**src/rtl/hed_pkg.sv**
```systemverilog
// ----------------------------------------------------------------------------
// hed_pkg: shared types, constants and helpers for the entity decoder
// entity name table, character codes, sequencer states and the
// whitespace normaliser step function
// ----------------------------------------------------------------------------
package hed_pkg;

	// entity lookahead window and derived sizes
	localparam int ENTITY_WINDOW = 12;
	localparam int CNT_W         = $clog2(ENTITY_WINDOW + 1);
	localparam int BUF_DEPTH     = 2 ** CNT_W;
	localparam int PTR_W         = $clog2(BUF_DEPTH);
	localparam int NUM_ENT       = 28;
	localparam int NAME_MAX      = 6;

	// operation codes
	localparam logic [1:0] OP_TEXT   = 2'd0;
	localparam logic [1:0] OP_END    = 2'd1;
	localparam logic [1:0] OP_FINISH = 2'd2;

	// character codes
	localparam logic [7:0] CH_NUL  = 8'h00;
	localparam logic [7:0] CH_TAB  = 8'h09;
	localparam logic [7:0] CH_NL   = 8'h0A;
	localparam logic [7:0] CH_FF   = 8'h0C;
	localparam logic [7:0] CH_CR   = 8'h0D;
	localparam logic [7:0] CH_SP   = 8'h20;
	localparam logic [7:0] CH_HASH = 8'h23;
	localparam logic [7:0] CH_AMP  = 8'h26;
	localparam logic [7:0] CH_SEMI = 8'h3B;
	localparam logic [7:0] CH_QM   = 8'h3F;
	localparam logic [8:0] NBSP_CODE = 9'd160;
	localparam logic [8:0] SAT_CODE  = 9'd256;

	// sequencer states
	typedef enum logic [2:0] {
		ST_IDLE,
		ST_PROC,
		ST_DRAIN,
		ST_FINSP,
		ST_FLUSH
	} state_t;

	// normaliser step result
	typedef struct packed {
		logic [1:0] n_emit;
		logic [7:0] b0;
		logic [7:0] b1;
		logic       pend;
		logic       seen;
		logic       lwn;
	} pc_t;

	// entity names, right-aligned in a six-character field
	localparam logic [8*NAME_MAX-1:0] ENT_NAME [NUM_ENT] = '{
		48'("amp"), 48'("lt"), 48'("gt"), 48'("quot"), 48'("apos"),
		48'("nbsp"), 48'("copy"), 48'("reg"), 48'("deg"),
		48'("plusmn"), 48'("laquo"), 48'("raquo"), 48'("mdash"),
		48'("ndash"), 48'("hellip"), 48'("ldquo"), 48'("rdquo"),
		48'("lsquo"), 48'("rsquo"), 48'("trade"), 48'("times"),
		48'("divide"), 48'("middot"), 48'("bull"), 48'("euro"),
		48'("pound"), 48'("yen"), 48'("sect")
	};

	localparam logic [2:0] ENT_LEN [NUM_ENT] = '{
		3'd3, 3'd2, 3'd2, 3'd4, 3'd4,
		3'd4, 3'd4, 3'd3, 3'd3,
		3'd6, 3'd5, 3'd5, 3'd5,
		3'd5, 3'd6, 3'd5, 3'd5,
		3'd5, 3'd5, 3'd5, 3'd5,
		3'd6, 3'd6, 3'd4, 3'd4,
		3'd5, 3'd3, 3'd4
	};

	localparam logic [7:0] ENT_CH [NUM_ENT] = '{
		8'h26, 8'h3C, 8'h3E, 8'h22, 8'h27,
		8'h20, 8'hA9, 8'hAE, 8'hB0,
		8'hB1, 8'hAB, 8'hBB, 8'h2D,
		8'h2D, 8'h2E, 8'h27, 8'h27,
		8'h27, 8'h27, 8'h2A, 8'h78,
		8'h2F, 8'h2E, 8'h2A, 8'h45,
		8'hA3, 8'hA5, 8'hA7
	};

	function automatic logic [7:0] to_lower(input logic [7:0] c);
		return (c >= 8'h41 && c <= 8'h5A) ? c + 8'h20 : c;
	endfunction

	// character j of entity name k, zero past the end of the name
	function automatic logic [7:0] ent_chr(input int k, input logic [CNT_W-1:0] j);
		logic [2:0] len;
		logic [2:0] idx;
		logic [7:0] r;
		len = ENT_LEN[k];
		r   = CH_NUL;
		if (j < CNT_W'(len)) begin
			idx = len - 3'd1 - j[2:0];
			r   = ENT_NAME[k][{idx, 3'b000} +: 8];
		end
		return r;
	endfunction

	// one character through the whitespace normaliser
	function automatic pc_t put_char(input logic [7:0] ch_in, input logic [15:0] cap,
			input logic [15:0] oc, input logic pend, input logic seen, input logic lwn);
		pc_t         r;
		logic [7:0]  ch;
		logic [16:0] oc1;
		logic [16:0] oc2;
		logic [16:0] capx;
		ch   = (ch_in == CH_CR || ch_in == CH_TAB || ch_in == CH_FF) ? CH_SP : ch_in;
		capx = {1'b0, cap};
		oc1  = {1'b0, oc} + 17'd1;
		oc2  = {1'b0, oc} + 17'd2;
		r.n_emit = 2'd0;
		r.b0     = ch;
		r.b1     = ch;
		r.pend   = pend;
		r.seen   = seen;
		r.lwn    = lwn;
		if (cap != 16'd0) begin
			if (ch == CH_NL) begin
				r.pend = 1'b0;
				r.seen = 1'b1;
				if (!(oc != 16'd0 && lwn) && oc1 < capx) begin
					r.n_emit = 2'd1;
					r.lwn    = 1'b1;
				end
			end else if (ch == CH_SP) begin
				if (!((oc == 16'd0 && !pend) || seen || (!pend && lwn))) begin
					r.seen = 1'b1;
					if (!pend && oc1 < capx) r.pend = 1'b1;
				end
			end else begin
				r.seen = 1'b0;
				if (pend) begin
					if (oc2 < capx) begin
						r.n_emit = 2'd2;
						r.b0     = CH_SP;
						r.pend   = 1'b0;
						r.lwn    = 1'b0;
					end
				end else if (oc1 < capx) begin
					r.n_emit = 2'd1;
					r.lwn    = 1'b0;
				end
			end
		end
		return r;
	endfunction

endpackage

```
**src/rtl/html_entity_decode_space_collapse.sv**
```systemverilog
// ----------------------------------------------------------------------------
// html_entity_decode_space_collapse: HTML entity decoder with space collapse
// decodes numeric and named entities, replays failed lookahead and
// normalises whitespace through one shared per-byte sequencer
// ----------------------------------------------------------------------------
// sequencing: one byte through the sequencer per cycle while the output stage
//   accepts, with the second byte of a space pair and the flush handled as
//   separate steps; one item at a time, a new item is taken only in idle
// reset: arst_n clears control and normaliser state, capacity returns to 4096
// ----------------------------------------------------------------------------
module html_entity_decode_space_collapse (
	input  logic        clk,
	input  logic        arst_n,
	input  logic        in_valid,
	output logic        in_ready,
	input  logic [1:0]  op,
	input  logic [7:0]  in_byte,
	output logic        out_valid,
	input  logic        out_ready,
	output logic [7:0]  out_byte,
	output logic        last,
	input  logic        cfg_we,
	input  logic [15:0] cfg_wdata
);
	import hed_pkg::*;

	state_t state_q, state_d;
	logic [15:0] cap_q;
	logic [7:0]  buf_q [BUF_DEPTH];
	logic [PTR_W-1:0] head_q, head_d;
	logic [CNT_W-1:0] hc_q, hc_d, tot_q, tot_d;
	logic stop_q, stop_d, fin_q, fin_d;
	logic [15:0] oc_q, oc_d;
	logic seen_q, seen_d, pend_q, pend_d, lwn_q, lwn_d;
	logic num_q, num_d, hex_q, hex_d, bad_q, bad_d;
	logic [8:0] val_q, val_d;
	logic [NUM_ENT-1:0] mask_q, mask_d;
	logic sec_v_q, sec_v_d;
	logic [7:0] sec_b_q, sec_b_d;
	logic hold_v_q;
	logic [7:0] hold_b_q;
	logic ov_q;
	logic [7:0] ob_q;
	logic olast_q;

	logic out_free, emit_ok, adv;
	logic emit_v, flush_last;
	logic [7:0] emit_b;
	logic pc_go;
	logic [7:0] pc_ch;
	pc_t pcr;
	logic wr_en;
	logic [PTR_W-1:0] rd_addr, wr_addr;
	logic [7:0] rd_byte;
	logic dec_ok;
	logic [7:0] dec_ch;
	logic [NUM_ENT-1:0] mask_upd;
	logic name_hit;
	logic [7:0] name_ch;
	logic [3:0] dig;
	logic dig_v;
	logic [12:0] acc;
	logic [8:0] val_upd;
	logic hex_upd, bad_upd, num_upd;

	// output side handshake
	assign out_free  = !ov_q || out_ready;
	assign emit_ok   = !hold_v_q || out_free;
	assign adv       = emit_ok && !sec_v_q;
	assign in_ready  = (state_q == ST_IDLE);
	assign out_valid = ov_q;
	assign out_byte  = ob_q;
	assign last      = olast_q;

	// lookahead buffer read
	assign rd_addr = (state_q == ST_PROC) ? head_q + PTR_W'(hc_q) : head_q;
	assign rd_byte = buf_q[rd_addr];
	assign wr_addr = head_q + PTR_W'(tot_q);

	// entity decoder: digit and name match for the byte at held position hc
	always_comb begin
		dig   = 4'd0;
		dig_v = 1'b0;
		if (rd_byte >= 8'h30 && rd_byte <= 8'h39) begin
			dig   = 4'(rd_byte - 8'h30);
			dig_v = 1'b1;
		end else if (hex_q && rd_byte >= 8'h61 && rd_byte <= 8'h66) begin
			dig   = 4'(rd_byte - 8'h57);
			dig_v = 1'b1;
		end else if (hex_q && rd_byte >= 8'h41 && rd_byte <= 8'h46) begin
			dig   = 4'(rd_byte - 8'h37);
			dig_v = 1'b1;
		end
		acc = hex_q ? {val_q, 4'b0000} : ({1'b0, val_q, 3'b000} + {3'b000, val_q, 1'b0});
		acc = acc + {9'd0, dig};
		val_upd = (acc > 13'(SAT_CODE)) ? SAT_CODE : acc[8:0];
		num_upd = num_q;
		hex_upd = hex_q;
		bad_upd = bad_q;
		if (hc_q == CNT_W'(1)) begin
			num_upd = (rd_byte == CH_HASH);
		end else if (hc_q == CNT_W'(2) && (rd_byte == 8'h78 || rd_byte == 8'h58)) begin
			hex_upd = 1'b1;
		end else if (!dig_v) begin
			bad_upd = 1'b1;
		end
		for (int k = 0; k < NUM_ENT; k++) begin
			mask_upd[k] = mask_q[k] && (ent_chr(k, hc_q - CNT_W'(1)) == to_lower(rd_byte));
		end
	end

	// entity decoder: result at the closing semicolon
	always_comb begin
		name_hit = 1'b0;
		name_ch  = CH_NUL;
		for (int k = 0; k < NUM_ENT; k++) begin
			if (mask_q[k] && CNT_W'(ENT_LEN[k]) == hc_q - CNT_W'(1)) begin
				name_hit = 1'b1;
				name_ch  = name_ch | ENT_CH[k];
			end
		end
		if (num_q) begin
			if (val_q == NBSP_CODE) dec_ch = CH_SP;
			else if (val_q == 9'd0 || val_q[8]) dec_ch = CH_QM;
			else dec_ch = val_q[7:0];
		end else begin
			dec_ch = name_ch;
		end
		dec_ok = (hc_q >= CNT_W'(2)) && (num_q ? !bad_q : name_hit);
	end

	// sequencer next state and normaliser
	always_comb begin
		state_d = state_q;
		head_d  = head_q;
		hc_d    = hc_q;
		tot_d   = tot_q;
		stop_d  = stop_q;
		fin_d   = fin_q;
		oc_d    = oc_q;
		seen_d  = seen_q;
		pend_d  = pend_q;
		lwn_d   = lwn_q;
		num_d   = num_q;
		hex_d   = hex_q;
		bad_d   = bad_q;
		val_d   = val_q;
		mask_d  = mask_q;
		sec_v_d = sec_v_q;
		sec_b_d = sec_b_q;
		emit_v  = 1'b0;
		emit_b  = sec_b_q;
		flush_last = 1'b0;
		pc_go   = 1'b0;
		pc_ch   = rd_byte;
		wr_en   = 1'b0;

		if (sec_v_q) begin
			// second byte of a space plus character pair
			if (emit_ok) begin
				emit_v  = 1'b1;
				sec_v_d = 1'b0;
			end
		end else begin
			case (state_q)
				ST_IDLE: begin
					if (in_valid) begin
						case (op)
							OP_TEXT: begin
								if (stop_q) begin
									state_d = ST_FLUSH;
								end else if (in_byte == CH_NUL) begin
									stop_d  = 1'b1;
									state_d = ST_DRAIN;
								end else begin
									wr_en   = 1'b1;
									tot_d   = tot_q + CNT_W'(1);
									state_d = ST_PROC;
								end
							end
							OP_END: begin
								stop_d  = 1'b0;
								state_d = ST_DRAIN;
							end
							OP_FINISH: begin
								fin_d   = 1'b1;
								state_d = ST_DRAIN;
							end
							default: state_d = ST_FLUSH;
						endcase
					end
				end
				ST_PROC: begin
					if (adv) begin
						if (hc_q == tot_q) begin
							state_d = ST_FLUSH;
						end else if (hc_q == CNT_W'(0)) begin
							if (rd_byte == CH_AMP) begin
								hc_d   = CNT_W'(1);
								num_d  = 1'b0;
								hex_d  = 1'b0;
								bad_d  = 1'b0;
								val_d  = 9'd0;
								mask_d = '1;
							end else begin
								pc_go  = 1'b1;
								head_d = head_q + PTR_W'(1);
								tot_d  = tot_q - CNT_W'(1);
							end
						end else if (rd_byte == CH_SEMI && dec_ok) begin
							// entity complete: consume it and pass the decoded byte on
							pc_go  = 1'b1;
							pc_ch  = dec_ch;
							head_d = head_q + PTR_W'(hc_q) + PTR_W'(1);
							tot_d  = tot_q - hc_q - CNT_W'(1);
							hc_d   = CNT_W'(0);
						end else if (rd_byte != CH_SEMI &&
								({1'b0, hc_q} + 5'd1) < 5'(ENTITY_WINDOW)) begin
							hc_d   = hc_q + CNT_W'(1);
							num_d  = num_upd;
							hex_d  = hex_upd;
							bad_d  = bad_upd;
							if (hc_q >= CNT_W'(2) && !(hex_upd && !hex_q))
								val_d = val_upd;
							mask_d = mask_upd;
						end else begin
							// failed entity: literal ampersand, held bytes replay
							pc_go  = 1'b1;
							pc_ch  = CH_AMP;
							head_d = head_q + PTR_W'(1);
							tot_d  = tot_q - CNT_W'(1);
							hc_d   = CNT_W'(0);
						end
					end
				end
				ST_DRAIN: begin
					if (adv) begin
						if (hc_q == CNT_W'(0)) begin
							tot_d   = CNT_W'(0);
							state_d = fin_q ? ST_FINSP : ST_FLUSH;
						end else begin
							pc_go  = 1'b1;
							head_d = head_q + PTR_W'(1);
							hc_d   = hc_q - CNT_W'(1);
							tot_d  = tot_q - CNT_W'(1);
						end
					end
				end
				ST_FINSP: begin
					if (adv) begin
						if (pend_q && cap_q != 16'd0 && ({1'b0, oc_q} + 17'd1) < {1'b0, cap_q}) begin
							emit_v = 1'b1;
							emit_b = CH_SP;
						end
						oc_d    = 16'd0;
						stop_d  = 1'b0;
						fin_d   = 1'b0;
						seen_d  = 1'b0;
						pend_d  = 1'b0;
						lwn_d   = 1'b0;
						hc_d    = CNT_W'(0);
						tot_d   = CNT_W'(0);
						state_d = ST_FLUSH;
					end
				end
				ST_FLUSH: begin
					if (!hold_v_q) begin
						state_d = ST_IDLE;
					end else if (out_free) begin
						flush_last = 1'b1;
						state_d    = ST_IDLE;
					end
				end
				default: state_d = ST_IDLE;
			endcase
		end

		// shared normaliser step
		pcr = put_char(pc_ch, cap_q, oc_q, pend_q, seen_q, lwn_q);
		if (pc_go) begin
			pend_d = pcr.pend;
			seen_d = pcr.seen;
			lwn_d  = pcr.lwn;
			oc_d   = oc_q + 16'(pcr.n_emit);
			if (pcr.n_emit != 2'd0) begin
				emit_v = 1'b1;
				emit_b = pcr.b0;
			end
			if (pcr.n_emit == 2'd2) begin
				sec_v_d = 1'b1;
				sec_b_d = pcr.b1;
			end
		end
	end

	// control and state registers
	always_ff @(posedge clk or negedge arst_n) begin
		if (!arst_n) begin
			state_q <= ST_IDLE;
			cap_q   <= 16'd4096;
			head_q  <= '0;
			hc_q    <= '0;
			tot_q   <= '0;
			stop_q  <= 1'b0;
			fin_q   <= 1'b0;
			oc_q    <= '0;
			seen_q  <= 1'b0;
			pend_q  <= 1'b0;
			lwn_q   <= 1'b0;
			sec_v_q <= 1'b0;
			hold_v_q <= 1'b0;
			ov_q    <= 1'b0;
		end else begin
			state_q <= state_d;
			if (cfg_we) cap_q <= cfg_wdata;
			head_q  <= head_d;
			hc_q    <= hc_d;
			tot_q   <= tot_d;
			stop_q  <= stop_d;
			fin_q   <= fin_d;
			oc_q    <= oc_d;
			seen_q  <= seen_d;
			pend_q  <= pend_d;
			lwn_q   <= lwn_d;
			sec_v_q <= sec_v_d;
			// output register: hold stage moves on when its successor is known
			if (emit_v) begin
				hold_v_q <= 1'b1;
				if (hold_v_q) ov_q <= 1'b1;
				else if (out_ready) ov_q <= 1'b0;
			end else if (flush_last) begin
				hold_v_q <= 1'b0;
				ov_q     <= 1'b1;
			end else if (out_ready) begin
				ov_q <= 1'b0;
			end
		end
	end

	// payload registers
	always_ff @(posedge clk) begin
		num_q   <= num_d;
		hex_q   <= hex_d;
		bad_q   <= bad_d;
		val_q   <= val_d;
		mask_q  <= mask_d;
		sec_b_q <= sec_b_d;
		if (wr_en) buf_q[wr_addr] <= in_byte;
		if (emit_v) begin
			hold_b_q <= emit_b;
			if (hold_v_q) begin
				ob_q    <= hold_b_q;
				olast_q <= 1'b0;
			end
		end else if (flush_last) begin
			ob_q    <= hold_b_q;
			olast_q <= 1'b1;
		end
	end

	// checks
	a_tot_bound: assert property (@(posedge clk) disable iff (!arst_n)
		tot_q <= CNT_W'(ENTITY_WINDOW))
		else $error("lookahead buffer overfilled");

	a_held_in_queue: assert property (@(posedge clk) disable iff (!arst_n)
		hc_q <= tot_q)
		else $error("held count beyond buffered bytes");

	a_sec_has_hold: assert property (@(posedge clk) disable iff (!arst_n)
		sec_v_q |-> hold_v_q)
		else $error("second byte pending without a held byte");

	a_idle_empty: assert property (@(posedge clk) disable iff (!arst_n)
		in_ready |-> (!hold_v_q && !sec_v_q && hc_q == tot_q))
		else $error("idle with result bytes or queued bytes outstanding");

	a_emit_room: assert property (@(posedge clk) disable iff (!arst_n)
		emit_v |-> emit_ok)
		else $error("emit while the output stage is blocked");

endmodule

```
**config.mk**
```make
export PLATFORM = sky130hd
export DESIGN_NAME = html_entity_decode_space_collapse
export DESIGN_NICKNAME = d
export VERILOG_FILES = /design/src/rtl/hed_pkg.sv /design/src/rtl/html_entity_decode_space_collapse.sv
export SDC_FILE = /design/constraint.sdc
export NUM_CORES = 1
export LEC_CHECK = 0
export ABC_AREA = 1
export BUFFER_PORTS_ARGS = -buffer_cell sky130_fd_sc_hd__buf_2
export CAP_MARGIN = 0
export CORE_UTILIZATION = 30
export CTS_CLUSTER_SIZE = 28
export DETAILED_ROUTE_END_ITERATION = 16
export PLACE_DENSITY = 0.5
export RECOVER_POWER = 25
export SLEW_MARGIN = 20
export SYNTH_ARGS = -nofsm -noshare
export SYNTH_HDL_FRONTEND = slang
export SYNTH_SLANG_ARGS = --single-unit
```
**constraint.sdc**
```tcl
create_clock -name clk -period 6.22 [get_ports clk]
set_clock_uncertainty 0.2 [all_clocks]
set_input_delay 0.311 -clock clk [delete_from_list [all_inputs] [get_ports clk]]
set_output_delay 0.311 -clock clk [all_outputs]
set_load 0.01 [all_outputs]
```
==> impl_metrics.json, run 1 <==
{
  "outcome": "finished clean",
  "placed_area_um2": 18000,
  "synth_cell_types": 54,
  "fill_cells": 5742,
  "finalWirelength_um": 51800,
  "grtUsageTotal_pct": 18.0,
  "yosysSeqAreaShare_pct": 42.7,
  "io_pins": 42,
  "worst-path-max-fanout": 16,
  "min_period_over_period_pct": 92.6,
  "maxSlewViolCount": 0,
  "dp.cells": 2865,
  "synth_cells": 2096,
  "synthArstFlopShare_pct": 22.2,
  "grt_pass1_vias": 14400,
  "crit_start": "hc_q[0]",
  "route.detailed.drc": 0,
  "clockBufferDepth": 3,
  "cp-end-kind": "flop",
  "startpoint_type": "flop",
  "critical_path.max_stage_delay_ps": 580,
  "crit_type": "reg2reg",
  "synth_nets": 2219,
  "first_pass_iters": 5,
  "drive_above_1_share_pct": 9.23,
  "synth_area_um2": 16800,
  "wire_per_inst_um": 17.4,
  "fin_cells": 2980,
  "post-dp-hpwl_um": 36900,
  "fmax_ghz": 0.174,
  "min_from": "op[1]",
  "layout_commonest_cell": "nand2_1",
  "period_minus_slack_ps": 5760,
  "setup_viol": 0,
  "ys_seq_elements": 248,
  "grt_first_pass_wirelength_um": 80700,
  "worst_skew_pair.late_latency_ps": 600,
  "crit-reg2reg-launch": "hc_q[0]",
  "whs_ps": 54.3,
  "min_path_type": "in2reg",
  "dieArea_um2": 56900,
  "finalSetupTns_ps": 0,
  "n_antenna_cell": 0,
  "initial_utilization_pct": 30.4,
  "layout_common_cells": "nand2_1 (434), inv_1 (309), nor2_1 (200), edfxtp_1 (193), nand3_1 (177)",
  "fp.dieW_um": 239,
  "clock-sinks": 248,
  "ys_warn_count": 0,
  "viasPerCell": 4.93,
  "slew_headroom_pct": 25.6,
  "avgSynthCellArea_um2": 8.01,
  "fp-row-count": 86,
  "slowest_stage": "fa_2",
  "drv_cap": 0,
  "vias": 14700,
  "synth_top_area_cell": "edfxtp_1",
  "synth_edf_count": 193,
  "required_ps": 6460,
  "dieHeight_um": 239,
  "synth-main-ff-cell": "edfxtp_1",
  "final_net_count": 2332,
  "cts_tree": "yes",
  "synth_top_area_share_pct": 34.5,
  "antenna_left": 0,
  "fin_area_um2": 19700,
  "root_buffer": "clkbuf_16",
  "port_buffers": 41,
  "gp_congestion": 0.944,
  "core_area_um2": 55200,
  "max_slew.worst_pin.slew_ps": 1110,
  "grt_start_max_net_pins": 56,
  "syn_to_final_growth_pct": 17.5,
  "cts.clk_slew.worst_paths_ps": 60,
  "worstPathArrival_ps": 6000,
  "drt-initial-drc-count": 1241,
  "htreeDepth": 1,
  "final-hold-violation-count": 0,
  "cts-buffers-inserted": 29,
  "grt_overflow_total": 0,
  "antenna_found_initial": 0,
  "synth_area_leaders": "edfxtp_1 (35%), nand2_1 (9.8%), dfrtp_1 (8.0%), inv_1 (6.9%), ha_1 (6.4%)"
}
-- cell type report --
type | count | area (um2) | share of cell area [%]
Timing Repair Buffer | 140 | 1140 | 5.79
Sequential cell | 248 | 7170 | 36.4
Inverter | 325 | 1220 | 6.18
Multi-Input combinational cell | 1465 | 8210 | 41.6
Tap cell | 748 | 936 | 4.74
Clock buffer | 33 | 741 | 3.75
Clock inverter | 21 | 307 | 1.55
-- through the flow --
stage	utilization, %	setup slack, ps
3_3_place_gp	32.6	340
6_report	35.7	461
5_1_grt	35.7	-10.6
4_1_cts	35.5	217
2_1_floorplan	-	423
3_5_place_dp	32.6	271
-- synth_stat cells (4+ instances only) --
library cell,number
inv_2,12
xor2_1,64
buf_1,5
o21ai_1,7
o221ai_1,4
xnor2_1,26
nand3b_1,7
o21bai_1,5
nand3_1,178
clkinv_1,4
o31ai_1,15
nand2_2,19
o21a_1,6
inv_1,309
ha_1,86
o211ai_1,17
nor3_1,29
buf_6,4
edfxtp_1,193
a31oi_1,5
nor2_1,208
buf_2,16
nand4_1,48
buf_4,4
a221oi_1,4
nor2_2,6
o21ai_0,118
clkbuf_1,29
a211oi_1,8
or2_2,9
a21oi_1,82
fa_1,6
o22ai_1,11
nand2_4,5
nand2_1,440
o2111ai_1,9
nor4_1,12
dfrtp_1,54
-- kinds of logic after synthesis --
group	share of synthesized area (%)
simple gates	25.3
buf+inv	8.95
compound gates	11.1
flops	42.7
fa+ha+maj	7.12
xor+xnor	4.69
mux	0.134
-- per-layer routing --
metal  vias up  routed length, um  global-route usage, %
li1       7232                  -                      -
met2       400              23300                   29.0
met5         -                  0                      0
met4         0               1650                   5.77
met3       105               2500                   2.11
met1      6966              24400                   25.2
-- worst max-delay path, delay by kind of cell (launching register included) --
kind            cells  cell delay, ps
simple gates       14            1800
fa+ha+maj           5            1580
compound gates      8            1200
buf+inv             5             490
flops               1             360
-- repair_timing --
action                                 in CTS  in global routing
endpoints found under the hold margin     201                  0
buffers inserted                            0                  2
hold buffers                               58                  0
setup endpoints to repair                   0                 17
resized for setup                           0                 20
-- state kept, by name, indices dropped and copies added, names as in the netlist, 8 cells and up --
register  cells
oc_q         16
out_byte      8
cap_q        16
buf_q       128
sec_b_q       8
hold_b_q      8
val_q         9
mask_q       28
-- final timing paths --
path | end | slack, ps | depth (start not counted)
max | val_q[5] | 460 | 32
min | fin_q | 50 | 4
max reg2reg | val_q[5] | 460 | 32
min reg2reg | out_byte[6] | 220 | 0
max in group asynchronous | oc_q[12] | 5080 | 3
min in group asynchronous | sec_v_q | 220 | 3
Power of run 1 is left out: the tool's default activity adds up to more than one toggle a clock period on the data nets, which glitch-free logic cannot reach.
==> inputs of run 2 (changes only) <==
--- a/config.mk
+++ b/config.mk
@@ -8,6 +8,7 @@
 export ABC_AREA = 1
 export BUFFER_PORTS_ARGS = -buffer_cell sky130_fd_sc_hd__buf_2
 export CAP_MARGIN = 0
+export CORE_ASPECT_RATIO = 1.1
 export CORE_UTILIZATION = 30
 export CTS_CLUSTER_SIZE = 28
 export DETAILED_ROUTE_END_ITERATION = 16
==> run 2 against run 1 <==
Worst setup slack got worse by 110 ps; via count is 0.76% higher; die area about the same; sequential share of layout area increased by 0.13 points; routed wire length up 1.1%; design area is 0.35% lower; critical path depth rose by 1; register-to-register slack worse by 110 ps; fmax fell by 1.8%; critical path type unchanged; cell count fell by 0.40%; count of clock-buffer cells in the layout is 2 higher; global-route usage rose by 0.33 points.
==> impl_metrics.json, run 2 (synthesis gave the netlist of run 1 again) <==
{
  "whs_ps": 29.1,
  "grt_first_pass_wirelength_um": 81900,
  "drt-initial-drc-count": 1293,
  "gp_congestion": 0.982,
  "regMostFlops": "buf_q",
  "fp-row-count": 90,
  "largest_register_ffs": 128,
  "top_regs": "buf_q (128), mask_q (28)",
  "core_area_um2": 55100,
  "period_minus_slack_ps": 5870,
  "worst-path-max-fanout": 16,
  "dieHeight_um": 250,
  "critical_path.max_stage_delay_ps": 470,
  "fmax_ghz": 0.170,
  "slew_headroom_pct": 24.3,
  "required_ps": 6450,
  "clock-sinks": 248,
  "initial_utilization_pct": 30.5,
  "post-dp-hpwl_um": 37300,
  "first_pass_iters": 6,
  "antenna_left": 0,
  "grt_overflow_total": 0,
  "cts_tree": "yes",
  "dieArea_um2": 56900,
  "grt_pass1_vias": 14400,
  "maxSlewViolCount": 0,
  "layout_common_cells": "nand2_1 (435), inv_1 (309), nor2_1 (204), edfxtp_1 (193), nand3_1 (178)",
  "n_antenna_cell": 0,
  "vias": 14800,
  "final_net_count": 2331,
  "cp-end-kind": "flop",
  "viasPerCell": 4.99,
  "min_period_over_period_pct": 94.3,
  "min_path_type": "in2reg",
  "port_buffers": 41,
  "cts-buffers-inserted": 30,
  "root_buffer": "clkbuf_16",
  "startpoint_type": "flop",
  "layout_commonest_cell": "nand2_1",
  "htreeDepth": 1,
  "antenna_found_initial": 0,
  "fin_ws_ps": 353,
  "worst_skew_pair.late_latency_ps": 610,
  "drive_above_1_share_pct": 8.74,
  "final-hold-violation-count": 0,
  "clockBufferDepth": 3,
  "finalWirelength_um": 52400,
  "post-place-ws_ps": 269,
  "fp.dieW_um": 228,
  "crit_type": "reg2reg",
  "wire_per_inst_um": 17.6,
  "worstPathArrival_ps": 6100,
  "io_pins": 42,
  "outcome": "finished clean",
  "route.detailed.drc": 0,
  "max_slew.worst_pin.slew_ps": 1130,
  "drv_cap": 0,
  "slowest_stage": "fa_1",
  "grt_start_max_net_pins": 59,
  "setup_viol": 0,
  "grtUsageTotal_pct": 18.4,
  "cts.clk_slew.worst_paths_ps": 60,
  "syn_to_final_growth_pct": 17.1
}
-- run 2: cell types whose count changed in the layout (fill, tap and decap cells not counted), moves of 2 or more --
| cell | before | now |
|---|---|---|
| buf_12 | 3 | 5 |
| buf_4 | 36 | 32 |
| bufinv_16 | 7 | 4 |
| clkinv_1 | 7 | 10 |
| nand3_2 | 4 | 2 |
| nor2_1 | 200 | 204 |
| nor2_2 | 13 | 9 |
-- run 2: layer usage --
layer	share of wire [%]	track usage (%)	wire length, um
met5	0	0	0
met1	45	25.1	23600
met3	5.1	2.18	2650
met2	47	30.2	24500
met4	3.1	5.39	1600
-- run 2: worst paths after layout --
check	endpoint	slack, ps	from	cells after the start
worst min-delay path	cap_q[11]	30	cfg_we	2
worst min register to register	out_byte[2]	220	hold_b_q[2]	0
max in group asynchronous	state_q[0]	5090	arst_n	3
worst max-delay path	val_q[5]	350	head_q[0]	33
worst max register to register	val_q[5]	350	head_q[0]	33
min in group asynchronous	cap_q[1]	190	arst_n	3
-- run 2: final cells by class --
class / instances / area (um2)
well taps: 736 / 921
multi-input cells: 1465 / 8190
flip-flops and latches: 248 / 7170
clock buffers: 35 / 769
clock inverters: 21 / 238
repair buffers: 138 / 1150
inverters: 325 / 1220
fillers: 5697 / 35400
-- run 2: critical path, delay by kind of cell (launching register included) --
family	cells	cell delay [ps]
AOI/OAI and AO/OA	8	980
adders and majority gates	3	960
buffers and inverters	7	990
DFF	1	380
and+or+nand+nor	15	2180
-- run 2: what timing repair did --
| item | in CTS | in global routing |
|---|---|---|
| buffers inserted | 0 | 5 |
| setup endpoints to repair | 0 | 14 |
| endpoints found under the hold margin | 200 | 0 |
| hold buffers | 58 | 0 |
| gates resized for setup | 0 | 15 |
-- run 2: through the flow --
| step | cell area [um2] | instances | utilization (%) | TNS (ps) |
|---|---|---|---|---|
| after global placement | 17900 | 2848 | 32.6 | 0 |
| final | 19700 | 2968 | 35.7 | 0 |
| after detailed placement | 17900 | 2848 | 32.6 | 0 |
| after global routing | 19700 | 2968 | 35.7 | -20.9 |
| after CTS | 19500 | 2962 | 35.4 | 0 |
| after floorplan | 16800 | 2096 | - | 0 |
Power of run 2 is left out for the same reason.
